==> src/hw/rtl/lbp_pkg.sv <==
// ----------------------------------------------------------------------------
// lbp_pkg: shared types and constants for the LRU buffer pool
// Field widths, command codes and default sizes.
// ----------------------------------------------------------------------------
package lbp_pkg;
    localparam int SLOTS_DEF = 16;
    localparam int FILE_TAG_BITS_DEF = 8;
    localparam int BLOCK_BITS_DEF = 31;

    localparam int CMD_W = 2;
    localparam int SEL_W = 4;
    localparam int FREED_W = 5;

    localparam logic [CMD_W-1:0] CMD_LOOKUP = 2'd0;
    localparam logic [CMD_W-1:0] CMD_INVAL = 2'd1;
    localparam logic [CMD_W-1:0] CMD_DIRTY = 2'd2;
    localparam logic [CMD_W-1:0] CMD_PIN = 2'd3;
endpackage

==> src/hw/rtl/lbp_req_if.sv <==
// ----------------------------------------------------------------------------
// lbp_req_if: request channel of the buffer pool
// Valid/ready handshake with the command payload.
// ----------------------------------------------------------------------------
interface lbp_req_if
    import lbp_pkg::*;
#(
    parameter int FILE_TAG_BITS = FILE_TAG_BITS_DEF,
    parameter int BLOCK_BITS = BLOCK_BITS_DEF
);
    logic                     valid;
    logic                     ready;
    logic [CMD_W-1:0]         cmd;
    logic [FILE_TAG_BITS-1:0] file_tag;
    logic [BLOCK_BITS-1:0]    block_num;
    logic [SEL_W-1:0]         slot_sel;
    logic                     mark_value;

    modport source (output valid, cmd, file_tag, block_num, slot_sel, mark_value,
                    input ready);
    modport sink (input valid, cmd, file_tag, block_num, slot_sel, mark_value,
                  output ready);
endinterface

==> src/hw/rtl/lbp_rsp_if.sv <==
// ----------------------------------------------------------------------------
// lbp_rsp_if: response channel of the buffer pool
// Valid/ready handshake with the result payload.
// ----------------------------------------------------------------------------
interface lbp_rsp_if
    import lbp_pkg::*;
#(
    parameter int FILE_TAG_BITS = FILE_TAG_BITS_DEF,
    parameter int BLOCK_BITS = BLOCK_BITS_DEF
);
    logic                     valid;
    logic                     ready;
    logic [SEL_W-1:0]         slot;
    logic                     hit;
    logic                     fetch_needed;
    logic                     writeback_needed;
    logic [FILE_TAG_BITS-1:0] old_file;
    logic [BLOCK_BITS-1:0]    old_block;
    logic                     no_victim;
    logic [FREED_W-1:0]       freed_count;

    modport source (output valid, slot, hit, fetch_needed, writeback_needed, old_file,
                    old_block, no_victim, freed_count, input ready);
    modport sink (input valid, slot, hit, fetch_needed, writeback_needed, old_file,
                  old_block, no_victim, freed_count, output ready);
endinterface

==> src/hw/rtl/lru_buffer_pool_with_pinning.sv <==
// ----------------------------------------------------------------------------
// lru_buffer_pool_with_pinning: fully associative slot manager with LRU order
// Lookup, file invalidation and dirty/pin marks, one slot examined per cycle.
// ----------------------------------------------------------------------------
// Steps after accept: a mark is applied and its result registered on accept; a
// lookup scans up to the hit, then makes a rank update pass; a miss scans all
// slots, searches for a victim and updates ranks, or ends at no victim; an
// invalidate scans all slots, with a rank pass per freed slot. Throughput: one
// request at a time; ready returns the cycle after the result is taken.
// Reset clears all valid, dirty and pin bits and the ranks at once.
module lru_buffer_pool_with_pinning
    import lbp_pkg::*;
#(
    parameter int FILE_TAG_BITS = FILE_TAG_BITS_DEF,
    parameter int BLOCK_BITS = BLOCK_BITS_DEF
)
(
    input  logic clk,
    input  logic rst_n,
    lbp_req_if.sink   req,
    lbp_rsp_if.source rsp
);
    localparam int SLOTS = SLOTS_DEF;
    localparam int IW = (SLOTS > 1) ? $clog2(SLOTS) : 1;
    localparam int CW = $clog2(SLOTS + 1);

    localparam logic [2:0] ST_IDLE   = 3'd0;
    localparam logic [2:0] ST_SCAN   = 3'd1; // hit search / invalid-file search
    localparam logic [2:0] ST_VICT   = 3'd2; // free slot or victim search
    localparam logic [2:0] ST_AGE    = 3'd3; // rank update pass
    localparam logic [2:0] ST_DONE   = 3'd4;

    logic [FILE_TAG_BITS-1:0] tag_file_reg [SLOTS];
    logic [BLOCK_BITS-1:0]    tag_block_reg [SLOTS];
    logic [SLOTS-1:0]         valid_reg, dirty_reg, pin_reg;
    logic [IW-1:0]            rank_reg [SLOTS];

    logic [2:0]               state_reg;
    logic [IW-1:0]            idx_reg;
    logic [CMD_W-1:0]         cmd_reg;
    logic [FILE_TAG_BITS-1:0] file_reg;
    logic [BLOCK_BITS-1:0]    blk_reg;
    logic [IW-1:0]            tgt_reg;     // slot found
    logic                     found_reg;
    logic                     free_reg;    // found slot was free
    logic                     hitm_reg;    // age mode: 1 = hit/evict, 0 = fill, inval = dec
    logic [IW-1:0]            r_reg;       // old rank of target
    logic [CW-1:0]            freed_reg;
    logic                     last_scan;
    logic                     out_v_reg;

    assign last_scan = (idx_reg == IW'(SLOTS - 1));
    assign req.ready = (state_reg == ST_IDLE) && !out_v_reg;
    assign rsp.valid = out_v_reg;

    always_ff @(posedge clk or negedge rst_n)
    begin
        if (!rst_n)
        begin
            state_reg <= ST_IDLE;
            out_v_reg <= 1'b0;
            valid_reg <= '0;
            dirty_reg <= '0;
            pin_reg <= '0;
            for (int i = 0; i < SLOTS; i++)
            begin
                rank_reg[i] <= '0;
                tag_file_reg[i] <= '0;
                tag_block_reg[i] <= '0;
            end
            idx_reg <= '0;
            cmd_reg <= CMD_LOOKUP;
            file_reg <= '0;
            blk_reg <= '0;
            found_reg <= 1'b0;
            free_reg <= 1'b0;
            hitm_reg <= 1'b0;
            freed_reg <= '0;
            tgt_reg <= '0;
            r_reg <= '0;
            rsp.slot <= '0;
            rsp.hit <= 1'b0;
            rsp.fetch_needed <= 1'b0;
            rsp.writeback_needed <= 1'b0;
            rsp.old_file <= '0;
            rsp.old_block <= '0;
            rsp.no_victim <= 1'b0;
            rsp.freed_count <= '0;
        end
        else
        begin
            if (rsp.valid && rsp.ready)
                out_v_reg <= 1'b0;
            unique case (state_reg)
                ST_IDLE:
                begin
                    if (req.valid && req.ready)
                    begin
                        cmd_reg <= req.cmd;
                        file_reg <= req.file_tag;
                        blk_reg <= req.block_num;
                        idx_reg <= '0;
                        found_reg <= 1'b0;
                        freed_reg <= '0;
                        if (req.cmd == CMD_DIRTY || req.cmd == CMD_PIN)
                        begin
                            rsp.slot <= req.slot_sel;
                            rsp.hit <= 1'b0;
                            rsp.fetch_needed <= 1'b0;
                            rsp.writeback_needed <= 1'b0;
                            rsp.old_file <= '0;
                            rsp.old_block <= '0;
                            rsp.no_victim <= 1'b0;
                            rsp.freed_count <= '0;
                            if (32'(req.slot_sel) < SLOTS && valid_reg[IW'(req.slot_sel)])
                            begin
                                if (req.cmd == CMD_DIRTY)
                                    dirty_reg[IW'(req.slot_sel)] <= req.mark_value;
                                else
                                    pin_reg[IW'(req.slot_sel)] <= req.mark_value;
                            end
                            out_v_reg <= 1'b1;
                        end
                        else
                            state_reg <= ST_SCAN;
                    end
                end
                ST_SCAN:
                begin
                    // one tag compare per cycle
                    if (valid_reg[idx_reg] && tag_file_reg[idx_reg] == file_reg &&
                        (cmd_reg == CMD_INVAL || tag_block_reg[idx_reg] == blk_reg))
                    begin
                        tgt_reg <= idx_reg;
                        r_reg <= rank_reg[idx_reg];
                        hitm_reg <= 1'b1;
                        if (cmd_reg == CMD_INVAL)
                        begin
                            valid_reg[idx_reg] <= 1'b0;
                            dirty_reg[idx_reg] <= 1'b0;
                            pin_reg[idx_reg] <= 1'b0;
                            rank_reg[idx_reg] <= '0;
                            tag_file_reg[idx_reg] <= '0;
                            tag_block_reg[idx_reg] <= '0;
                            freed_reg <= freed_reg + CW'(1);
                        end
                        found_reg <= 1'b1;
                        idx_reg <= '0;
                        state_reg <= ST_AGE;
                    end
                    else if (last_scan)
                    begin
                        idx_reg <= '0;
                        if (cmd_reg == CMD_INVAL)
                        begin
                            rsp.slot <= '0;
                            rsp.hit <= 1'b0;
                            rsp.fetch_needed <= 1'b0;
                            rsp.writeback_needed <= 1'b0;
                            rsp.old_file <= '0;
                            rsp.old_block <= '0;
                            rsp.no_victim <= 1'b0;
                            rsp.freed_count <= FREED_W'(freed_reg);
                            out_v_reg <= 1'b1;
                            state_reg <= ST_IDLE;
                        end
                        else
                            state_reg <= ST_VICT;
                    end
                    else
                        idx_reg <= idx_reg + IW'(1);
                end
                ST_VICT:
                begin
                    // free slot wins at once; otherwise keep oldest unpinned
                    if (!valid_reg[idx_reg] && !(found_reg && free_reg))
                    begin
                        tgt_reg <= idx_reg;
                        found_reg <= 1'b1;
                        free_reg <= 1'b1;
                    end
                    else if (!(found_reg && free_reg) && !pin_reg[idx_reg] &&
                             (!found_reg || rank_reg[idx_reg] > rank_reg[tgt_reg]))
                    begin
                        tgt_reg <= idx_reg;
                        found_reg <= 1'b1;
                        free_reg <= 1'b0;
                    end
                    if (last_scan)
                        state_reg <= ST_DONE;
                    else
                        idx_reg <= idx_reg + IW'(1);
                end
                ST_DONE:
                begin
                    rsp.hit <= 1'b0;
                    rsp.freed_count <= '0;
                    rsp.writeback_needed <= 1'b0;
                    rsp.old_file <= '0;
                    rsp.old_block <= '0;
                    if (!found_reg)
                    begin
                        rsp.slot <= '0;
                        rsp.fetch_needed <= 1'b0;
                        rsp.no_victim <= 1'b1;
                        out_v_reg <= 1'b1;
                        state_reg <= ST_IDLE;
                    end
                    else
                    begin
                        rsp.slot <= SEL_W'(tgt_reg);
                        rsp.fetch_needed <= 1'b1;
                        rsp.no_victim <= 1'b0;
                        if (!free_reg && dirty_reg[tgt_reg])
                        begin
                            rsp.writeback_needed <= 1'b1;
                            rsp.old_file <= tag_file_reg[tgt_reg];
                            rsp.old_block <= tag_block_reg[tgt_reg];
                        end
                        r_reg <= rank_reg[tgt_reg];
                        hitm_reg <= !free_reg;
                        valid_reg[tgt_reg] <= 1'b1;
                        tag_file_reg[tgt_reg] <= file_reg;
                        tag_block_reg[tgt_reg] <= blk_reg;
                        dirty_reg[tgt_reg] <= 1'b0;
                        pin_reg[tgt_reg] <= 1'b0;
                        idx_reg <= '0;
                        state_reg <= ST_AGE;
                    end
                end
                ST_AGE:
                begin
                    // one rank compare and step per cycle
                    if (idx_reg != tgt_reg && valid_reg[idx_reg])
                    begin
                        if (cmd_reg == CMD_INVAL)
                        begin
                            if (rank_reg[idx_reg] > r_reg)
                                rank_reg[idx_reg] <= rank_reg[idx_reg] - IW'(1);
                        end
                        else if (!hitm_reg || rank_reg[idx_reg] < r_reg)
                            rank_reg[idx_reg] <= rank_reg[idx_reg] + IW'(1);
                    end
                    if (last_scan)
                    begin
                        if (cmd_reg == CMD_INVAL)
                        begin
                            // resume the search after the freed slot
                            if (tgt_reg == IW'(SLOTS - 1))
                            begin
                                idx_reg <= IW'(SLOTS - 1);
                                state_reg <= ST_SCAN;
                            end
                            else
                            begin
                                idx_reg <= tgt_reg + IW'(1);
                                state_reg <= ST_SCAN;
                            end
                        end
                        else
                        begin
                            rank_reg[tgt_reg] <= '0;
                            out_v_reg <= 1'b1;
                            state_reg <= ST_IDLE;
                        end
                    end
                    else
                        idx_reg <= idx_reg + IW'(1);
                end
                default: state_reg <= ST_IDLE;
            endcase
            // hit result is fixed when the hit is found
            if (state_reg == ST_SCAN && cmd_reg == CMD_LOOKUP && valid_reg[idx_reg] &&
                tag_file_reg[idx_reg] == file_reg && tag_block_reg[idx_reg] == blk_reg)
            begin
                rsp.slot <= SEL_W'(idx_reg);
                rsp.hit <= 1'b1;
                rsp.fetch_needed <= 1'b0;
                rsp.writeback_needed <= 1'b0;
                rsp.old_file <= '0;
                rsp.old_block <= '0;
                rsp.no_victim <= 1'b0;
                rsp.freed_count <= '0;
                free_reg <= 1'b0;
            end
        end
    end

    // Note: last-slot freed during invalidate re-enters SCAN on a now-invalid slot,
    // which then finishes the walk.

    a_busy_not_ready: assert property (@(posedge clk) disable iff (!rst_n)
        state_reg != ST_IDLE |-> !req.ready)
        else $error("ready while busy");
    a_out_hold: assert property (@(posedge clk) disable iff (!rst_n)
        out_v_reg && !rsp.ready |=> out_v_reg)
        else $error("result dropped");
    a_no_accept_full: assert property (@(posedge clk) disable iff (!rst_n)
        out_v_reg |-> !req.ready)
        else $error("accepted with pending result");
    a_freed_bound: assert property (@(posedge clk) disable iff (!rst_n)
        32'(freed_reg) <= SLOTS)
        else $error("freed count overflow");
endmodule
==> src/flat_wrapper.sv <==
// flat-port wrapper written by rule: the top's interface ports become plain ports
module lru_buffer_pool_with_pinning_flat import lbp_pkg::*;
#(
    parameter int FILE_TAG_BITS = FILE_TAG_BITS_DEF,
    parameter int BLOCK_BITS = BLOCK_BITS_DEF
)
  (clk, rst_n, req_valid, req_cmd, req_file_tag, req_block_num, req_slot_sel, req_mark_value, req_ready, rsp_valid, rsp_slot, rsp_hit, rsp_fetch_needed, rsp_writeback_needed, rsp_old_file, rsp_old_block, rsp_no_victim, rsp_freed_count, rsp_ready);
  lbp_req_if #(.FILE_TAG_BITS(FILE_TAG_BITS), .BLOCK_BITS(BLOCK_BITS)) req_i ();
  lbp_rsp_if #(.FILE_TAG_BITS(FILE_TAG_BITS), .BLOCK_BITS(BLOCK_BITS)) rsp_i ();
  input  logic clk;
  input  logic rst_n;
  input wire logic [$bits(req_i.valid)-1:0] req_valid;
  input wire logic [$bits(req_i.cmd)-1:0] req_cmd;
  input wire logic [$bits(req_i.file_tag)-1:0] req_file_tag;
  input wire logic [$bits(req_i.block_num)-1:0] req_block_num;
  input wire logic [$bits(req_i.slot_sel)-1:0] req_slot_sel;
  input wire logic [$bits(req_i.mark_value)-1:0] req_mark_value;
  output wire logic [$bits(req_i.ready)-1:0] req_ready;
  output wire logic [$bits(rsp_i.valid)-1:0] rsp_valid;
  output wire logic [$bits(rsp_i.slot)-1:0] rsp_slot;
  output wire logic [$bits(rsp_i.hit)-1:0] rsp_hit;
  output wire logic [$bits(rsp_i.fetch_needed)-1:0] rsp_fetch_needed;
  output wire logic [$bits(rsp_i.writeback_needed)-1:0] rsp_writeback_needed;
  output wire logic [$bits(rsp_i.old_file)-1:0] rsp_old_file;
  output wire logic [$bits(rsp_i.old_block)-1:0] rsp_old_block;
  output wire logic [$bits(rsp_i.no_victim)-1:0] rsp_no_victim;
  output wire logic [$bits(rsp_i.freed_count)-1:0] rsp_freed_count;
  input wire logic [$bits(rsp_i.ready)-1:0] rsp_ready;
  assign req_i.valid = req_valid;
  assign req_i.cmd = req_cmd;
  assign req_i.file_tag = req_file_tag;
  assign req_i.block_num = req_block_num;
  assign req_i.slot_sel = req_slot_sel;
  assign req_i.mark_value = req_mark_value;
  assign req_ready = req_i.ready;
  assign rsp_valid = rsp_i.valid;
  assign rsp_slot = rsp_i.slot;
  assign rsp_hit = rsp_i.hit;
  assign rsp_fetch_needed = rsp_i.fetch_needed;
  assign rsp_writeback_needed = rsp_i.writeback_needed;
  assign rsp_old_file = rsp_i.old_file;
  assign rsp_old_block = rsp_i.old_block;
  assign rsp_no_victim = rsp_i.no_victim;
  assign rsp_freed_count = rsp_i.freed_count;
  assign rsp_i.ready = rsp_ready;
  lru_buffer_pool_with_pinning #(.FILE_TAG_BITS(FILE_TAG_BITS), .BLOCK_BITS(BLOCK_BITS)) u_core (.clk(clk), .rst_n(rst_n), .req(req_i), .rsp(rsp_i));
endmodule
==> config.mk <==
export PLATFORM = sky130hd
export DESIGN_NAME = lru_buffer_pool_with_pinning_flat
export DESIGN_NICKNAME = d
export VERILOG_FILES = /design/src/hw/rtl/lbp_pkg.sv /design/src/hw/rtl/lbp_req_if.sv /design/src/hw/rtl/lbp_rsp_if.sv /design/src/hw/rtl/lru_buffer_pool_with_pinning.sv /design/src/flat_wrapper.sv
export SDC_FILE = /design/constraint.sdc
export NUM_CORES = 2
export LEC_CHECK = 0
export BUFFER_PORTS_ARGS = -buffer_cell sky130_fd_sc_hd__clkbuf_2
export CAP_MARGIN = 20
export CORE_UTILIZATION = 45
export DETAILED_ROUTE_END_ITERATION = 10
export MAX_ROUTING_LAYER = met4
export PLACE_DENSITY_LB_ADDON = 0.05
export SYNTH_ARGS = -nofsm -noshare
export SYNTH_HDL_FRONTEND = slang
export SYNTH_SLANG_ARGS = --single-unit
==> constraint.sdc <==
create_clock -name clk -period 5.07 [get_ports clk]
set_input_delay 0.507 -clock clk [delete_from_list [all_inputs] [get_ports clk]]
set_output_delay 0.507 -clock clk [all_outputs]
set_load 0.005 [all_outputs]
==> reports/qor.log <==
INFO  timing         final_max_slew_viol_count=0
INFO  timing         tightest_slew=1.273ns
INFO  cts            clk_transition_reported_paths=0.07ns
INFO  timing         layout_worst_path_cycle_share=97.19%
INFO  yosys          post_synth_instance_area=50430squm
INFO  worst_setup_path crit_type=reg -> reg
INFO  worst_setup_path worst_setup_path_end_kind=flip-flop
INFO  yosys          number_of_enable_flip_flop_cells_after_synthesis=0
INFO  global_route   met2_usage=56.98%
INFO  yosys          synth.yosys.warnings=0
INFO  worst_setup_path timing.reg2reg.setup_slack=0.14ns
INFO  place          io_buffers=103
INFO  drt            drtAntennaViolNets=0
INFO  worst_setup_path crit_path_depth=13
INFO  yosys          synth_top_cells_by_area=sky130_fd_sc_hd__dfrtp_1 (42%), sky130_fd_sc_hd__mux4_2 (17%), sky130_fd_sc_hd__nand2_1 (6.3%), sky130_fd_sc_hd__a22oi_1 (6.1%), sky130_fd_sc_hd__a221o_1 (4.7%)
INFO  die            initial_core_util=45.51%
INFO  final_layout   post_route_cells_drive_above_1_share=20.23%
INFO  worst_setup_path crit_path_end=u_core.hitm_reg
INFO  global_route   globalRoute.busiestLayer=met2
INFO  worst_setup_path cp_data_required_time=5.64ns
INFO  yosys          yosysSeqAreaShare=42.33%
INFO  yosys          synth_area_leader_cell=sky130_fd_sc_hd__dfrtp_1
INFO  global_route   grt-ovfl-total=0
INFO  power_and_ir_drop power_density=395.7nW/um^2
INFO  yosys          synthCells=4723
INFO  die            io-pin-count=104
INFO  drt            number_of_search_and_repair_iterations_in_the_first_detailed_routing_pass=6
INFO  yosys          synth.ff_latch_count=853
INFO  timing         hold_violations=0
INFO  worst_setup_path critical_path.startpoint=u_core.idx_reg[3]
INFO  yosys          synth_ff_type=sky130_fd_sc_hd__dfrtp_1
INFO  timing         layout_min_cycle_time=4.928ns
INFO  worst_setup_path cp_top_family=compound AO/OA/AOI/OAI gates
INFO  drt            route.detailed.wl_per_inst=35.00um
INFO  worst_setup_path cp.buffers_inverters=3
INFO  die            die_w=336.8um
INFO  yosys          yosys-top-cells-count=sky130_fd_sc_hd__dfrtp_1 (853), sky130_fd_sc_hd__nand2_1 (848), sky130_fd_sc_hd__a22oi_1 (408)
INFO  final_layout   finalNetCount=4739
INFO  drt            via_per_inst=6.985
INFO  yosys          synth_top_area_share=42.33%
INFO  yosys          synth.lib_cells_used.distinct=74
INFO  drt            route.detailed.drc=0
INFO  run_status     outcome=finished, final reports clean
INFO  timing         setup_tns=0ns
INFO  min_path       worstHoldPathType=in -> reg
INFO  worst_setup_path critPathMaxFanout=39
INFO  global_route   vias_in_the_first_global_route=41040
INFO  worst_setup_path worst_r2r_endpoint=u_core.hitm_reg
INFO  cts            postCtsSetupRepairBufs=0
INFO  yosys          post_synth_arst_share=100.0%
INFO  worst_setup_path worst-r2r-cell-count=13
INFO  global_route   grt_use_total=39.64%
INFO  worst_setup_path regToRegStartpoint=u_core.idx_reg[3]
INFO  die            coreArea=110800squm
INFO  global_route   grt.met1_usage=54.44%
INFO  cts            clockBufferDepth=3
INFO  worst_setup_path critical_path.most_common_cell=sky130_fd_sc_hd__buf_4
INFO  worst_setup_path crit_path_cells=buf_12, mux4_2, a22o_1, a221oi_1, xnor2_1, nor2_1, o2111ai_1, o41ai_2, buf_4, a21oi_2, buf_4, a21o_1, mux2_1
INFO  cts            cts_root_buffer=sky130_fd_sc_hd__clkbuf_16
INFO  timing         finalSetupViolCount=0
INFO  place          dp_hpwl=128.7mm
INFO  timing         rsz0062_at_grt=false
INFO  worst_setup_path critPathMaxStageDelay=0.97ns
INFO  place          final_weighted_congestion_in_routability_driven_placement=0.9154
INFO  timing         clock-skew-final=0.03593ns
INFO  timing         timing.final.ws_setup=0.1424ns
INFO  final_layout   flow.area_growth_from_synthesis=13.96%
INFO  min_path       timing.hold.worst_path_depth=3
INFO  yosys          syn-mean-instance-area=10.68squm
INFO  final_layout   largest_reg_flops=496
INFO  worst_setup_path worst-endpoint-arrival=5.50ns
INFO  global_route   grt_pass1_wl=312.1mm
INFO  global_route   grt_antenna_before_repair=4
INFO  drt            vias_post_dr=43620
INFO  cts            tritoncts.num_buffers=102
INFO  power_and_ir_drop power.ir.vdd_worst=0.4614mV
INFO  cts            tritoncts=built
INFO  power_and_ir_drop power.static_leakage=0.02479uW
INFO  timing         fmax=202.9MHz
INFO  yosys          synthMostInstantiatedCell=sky130_fd_sc_hd__dfrtp_1
INFO  drt            totalWireLength=218.6mm
INFO  die            row_count=122
INFO  drt            first_iter_violations=5932
INFO  final_layout   fillCellCount=9814
INFO  timing         holdWs=0.02110ns
INFO  worst_setup_path crit_path_top_delay_cell=sky130_fd_sc_hd__dfrtp_4
INFO  cts            cts-resized-gates=0
INFO  timing         max_transition_margin=15.10%
INFO  cts            cts_num_sinks=853
INFO  worst_setup_path start_kind=flip-flop
INFO  place          dp_worst_setup_slack=0.2722ns
INFO  flow_run       cap_violations=0
INFO  yosys          syn-num-nets=4792
INFO  global_route   gr-usage-met3=8.633%
INFO  die            floorplan.die_area=113400squm
INFO  die            die_height=336.8um
INFO  cts            insertion_delay=0.72ns
INFO  global_route   grt_start_max_net_pins=158
INFO  cts            cts_htree_levels=3
## report_power, final
| group | switching, uW | internal [uW] |
|---|---|---|
| logic | 4240 | 2350 |
| registers | 1000 | 7100 |
| clock network | 3250 | 4800 |
## how the worst min path moves through the flow
stage | end | slack [ns] | start
3_5_place_dp | u_core.rsp.writeback_needed | 0.47 | u_core.rsp.writeback_needed
4_1_cts | u_core.blk_reg[25] | 0.0005 | req_block_num[25]
2_1_floorplan | u_core.blk_reg[0] | 0.21 | rst_n
5_1_grt | u_core.blk_reg[22] | 0.01 | req_block_num[22]
6_report | u_core.blk_reg[25] | 0.02 | req_block_num[25]
3_3_place_gp | u_core.rsp.writeback_needed | 0.46 | u_core.rsp.writeback_needed
## logic make-up (layout without fill, tap and decap cells)
group,after synthesis,after routing,synth area share (%)
simple gates,1391,1391,12.48
compound gates,1335,1335,19.12
flops,853,853,42.33
buf+inv,535,567,4.761
mux,529,529,19.78
xor+xnor,61,61,1.059
fa+ha+maj,19,19,0.4714
other cells,0,2,0
## tightest hold or removal path: stages
cell and delay [ns]:
sky130_fd_sc_hd__clkbuf_2 0.08, sky130_fd_sc_hd__nand2_1 0.06, sky130_fd_sc_hd__nand2_1 0.05
## metrics by stage
stage                     cell area (sq um)  util (%)  cells  total power, uW
after detailed placement              53520     48.29   6022            14610
final                                 57470     51.86   6245            22740
after CTS                             57460     51.85   6243            22620
after global routing                  57470     51.85   6244            23290
after floorplan                       50430         -   4723            11680
after global placement                53520     48.29   6022            14580
## placed cells by master (no fill, tap or decap), types with 20 or more instances in the layout
| master | count |
|---|---|
| sky130_fd_sc_hd__inv_1 | 21 |
| sky130_fd_sc_hd__a21o_1 | 27 |
| sky130_fd_sc_hd__nor2b_1 | 256 |
| sky130_fd_sc_hd__xnor2_1 | 22 |
| sky130_fd_sc_hd__nand2_1 | 840 |
| sky130_fd_sc_hd__buf_4 | 146 |
| sky130_fd_sc_hd__dlygate4sd3_1 | 32 |
| sky130_fd_sc_hd__a221o_1 | 235 |
| sky130_fd_sc_hd__clkbuf_16 | 103 |
| sky130_fd_sc_hd__clkinv_2 | 20 |
| sky130_fd_sc_hd__dfrtp_1 | 844 |
| sky130_fd_sc_hd__mux2i_1 | 135 |
| sky130_fd_sc_hd__nor2_1 | 94 |
| sky130_fd_sc_hd__clkbuf_2 | 102 |
| sky130_fd_sc_hd__nand3_1 | 23 |
| sky130_fd_sc_hd__a32o_1 | 22 |
| sky130_fd_sc_hd__and3_1 | 67 |
| sky130_fd_sc_hd__xor2_1 | 39 |
| sky130_fd_sc_hd__mux4_2 | 371 |
| sky130_fd_sc_hd__a22o_1 | 64 |
| sky130_fd_sc_hd__a22oi_1 | 408 |
| sky130_fd_sc_hd__o21ai_0 | 197 |
| sky130_fd_sc_hd__a21oi_1 | 74 |
| sky130_fd_sc_hd__o21ai_1 | 178 |
| sky130_fd_sc_hd__clkbuf_8 | 28 |
| sky130_fd_sc_hd__buf_12 | 72 |
## routing by layer
layer  vias up  wire length [um]
li1      17690                 -
met1     22400             89230
met2      2964             96150
met3       565             23250
met4         0              9963
met5         -                 0
## area by class of cell
class                   instances  area [sq um]  area share, %
well taps                    1488          1862          3.240
multi-input cells            3335         27120          47.19
repair buffers                353          3383          5.887
diodes                          2         5.005       0.008709
clock inverters                45         615.6          1.071
inverters                      25         93.84         0.1633
clock buffers                 144          3012          5.241
flip-flops and latches        853         21380          37.20
## what timing repair did
action | in CTS | in global routing
hold endpoints to repair | 78 | 0
setup endpoints to repair | 0 | 0
hold buffers | 32 | 0
Power figures use the tool's default switching activity.
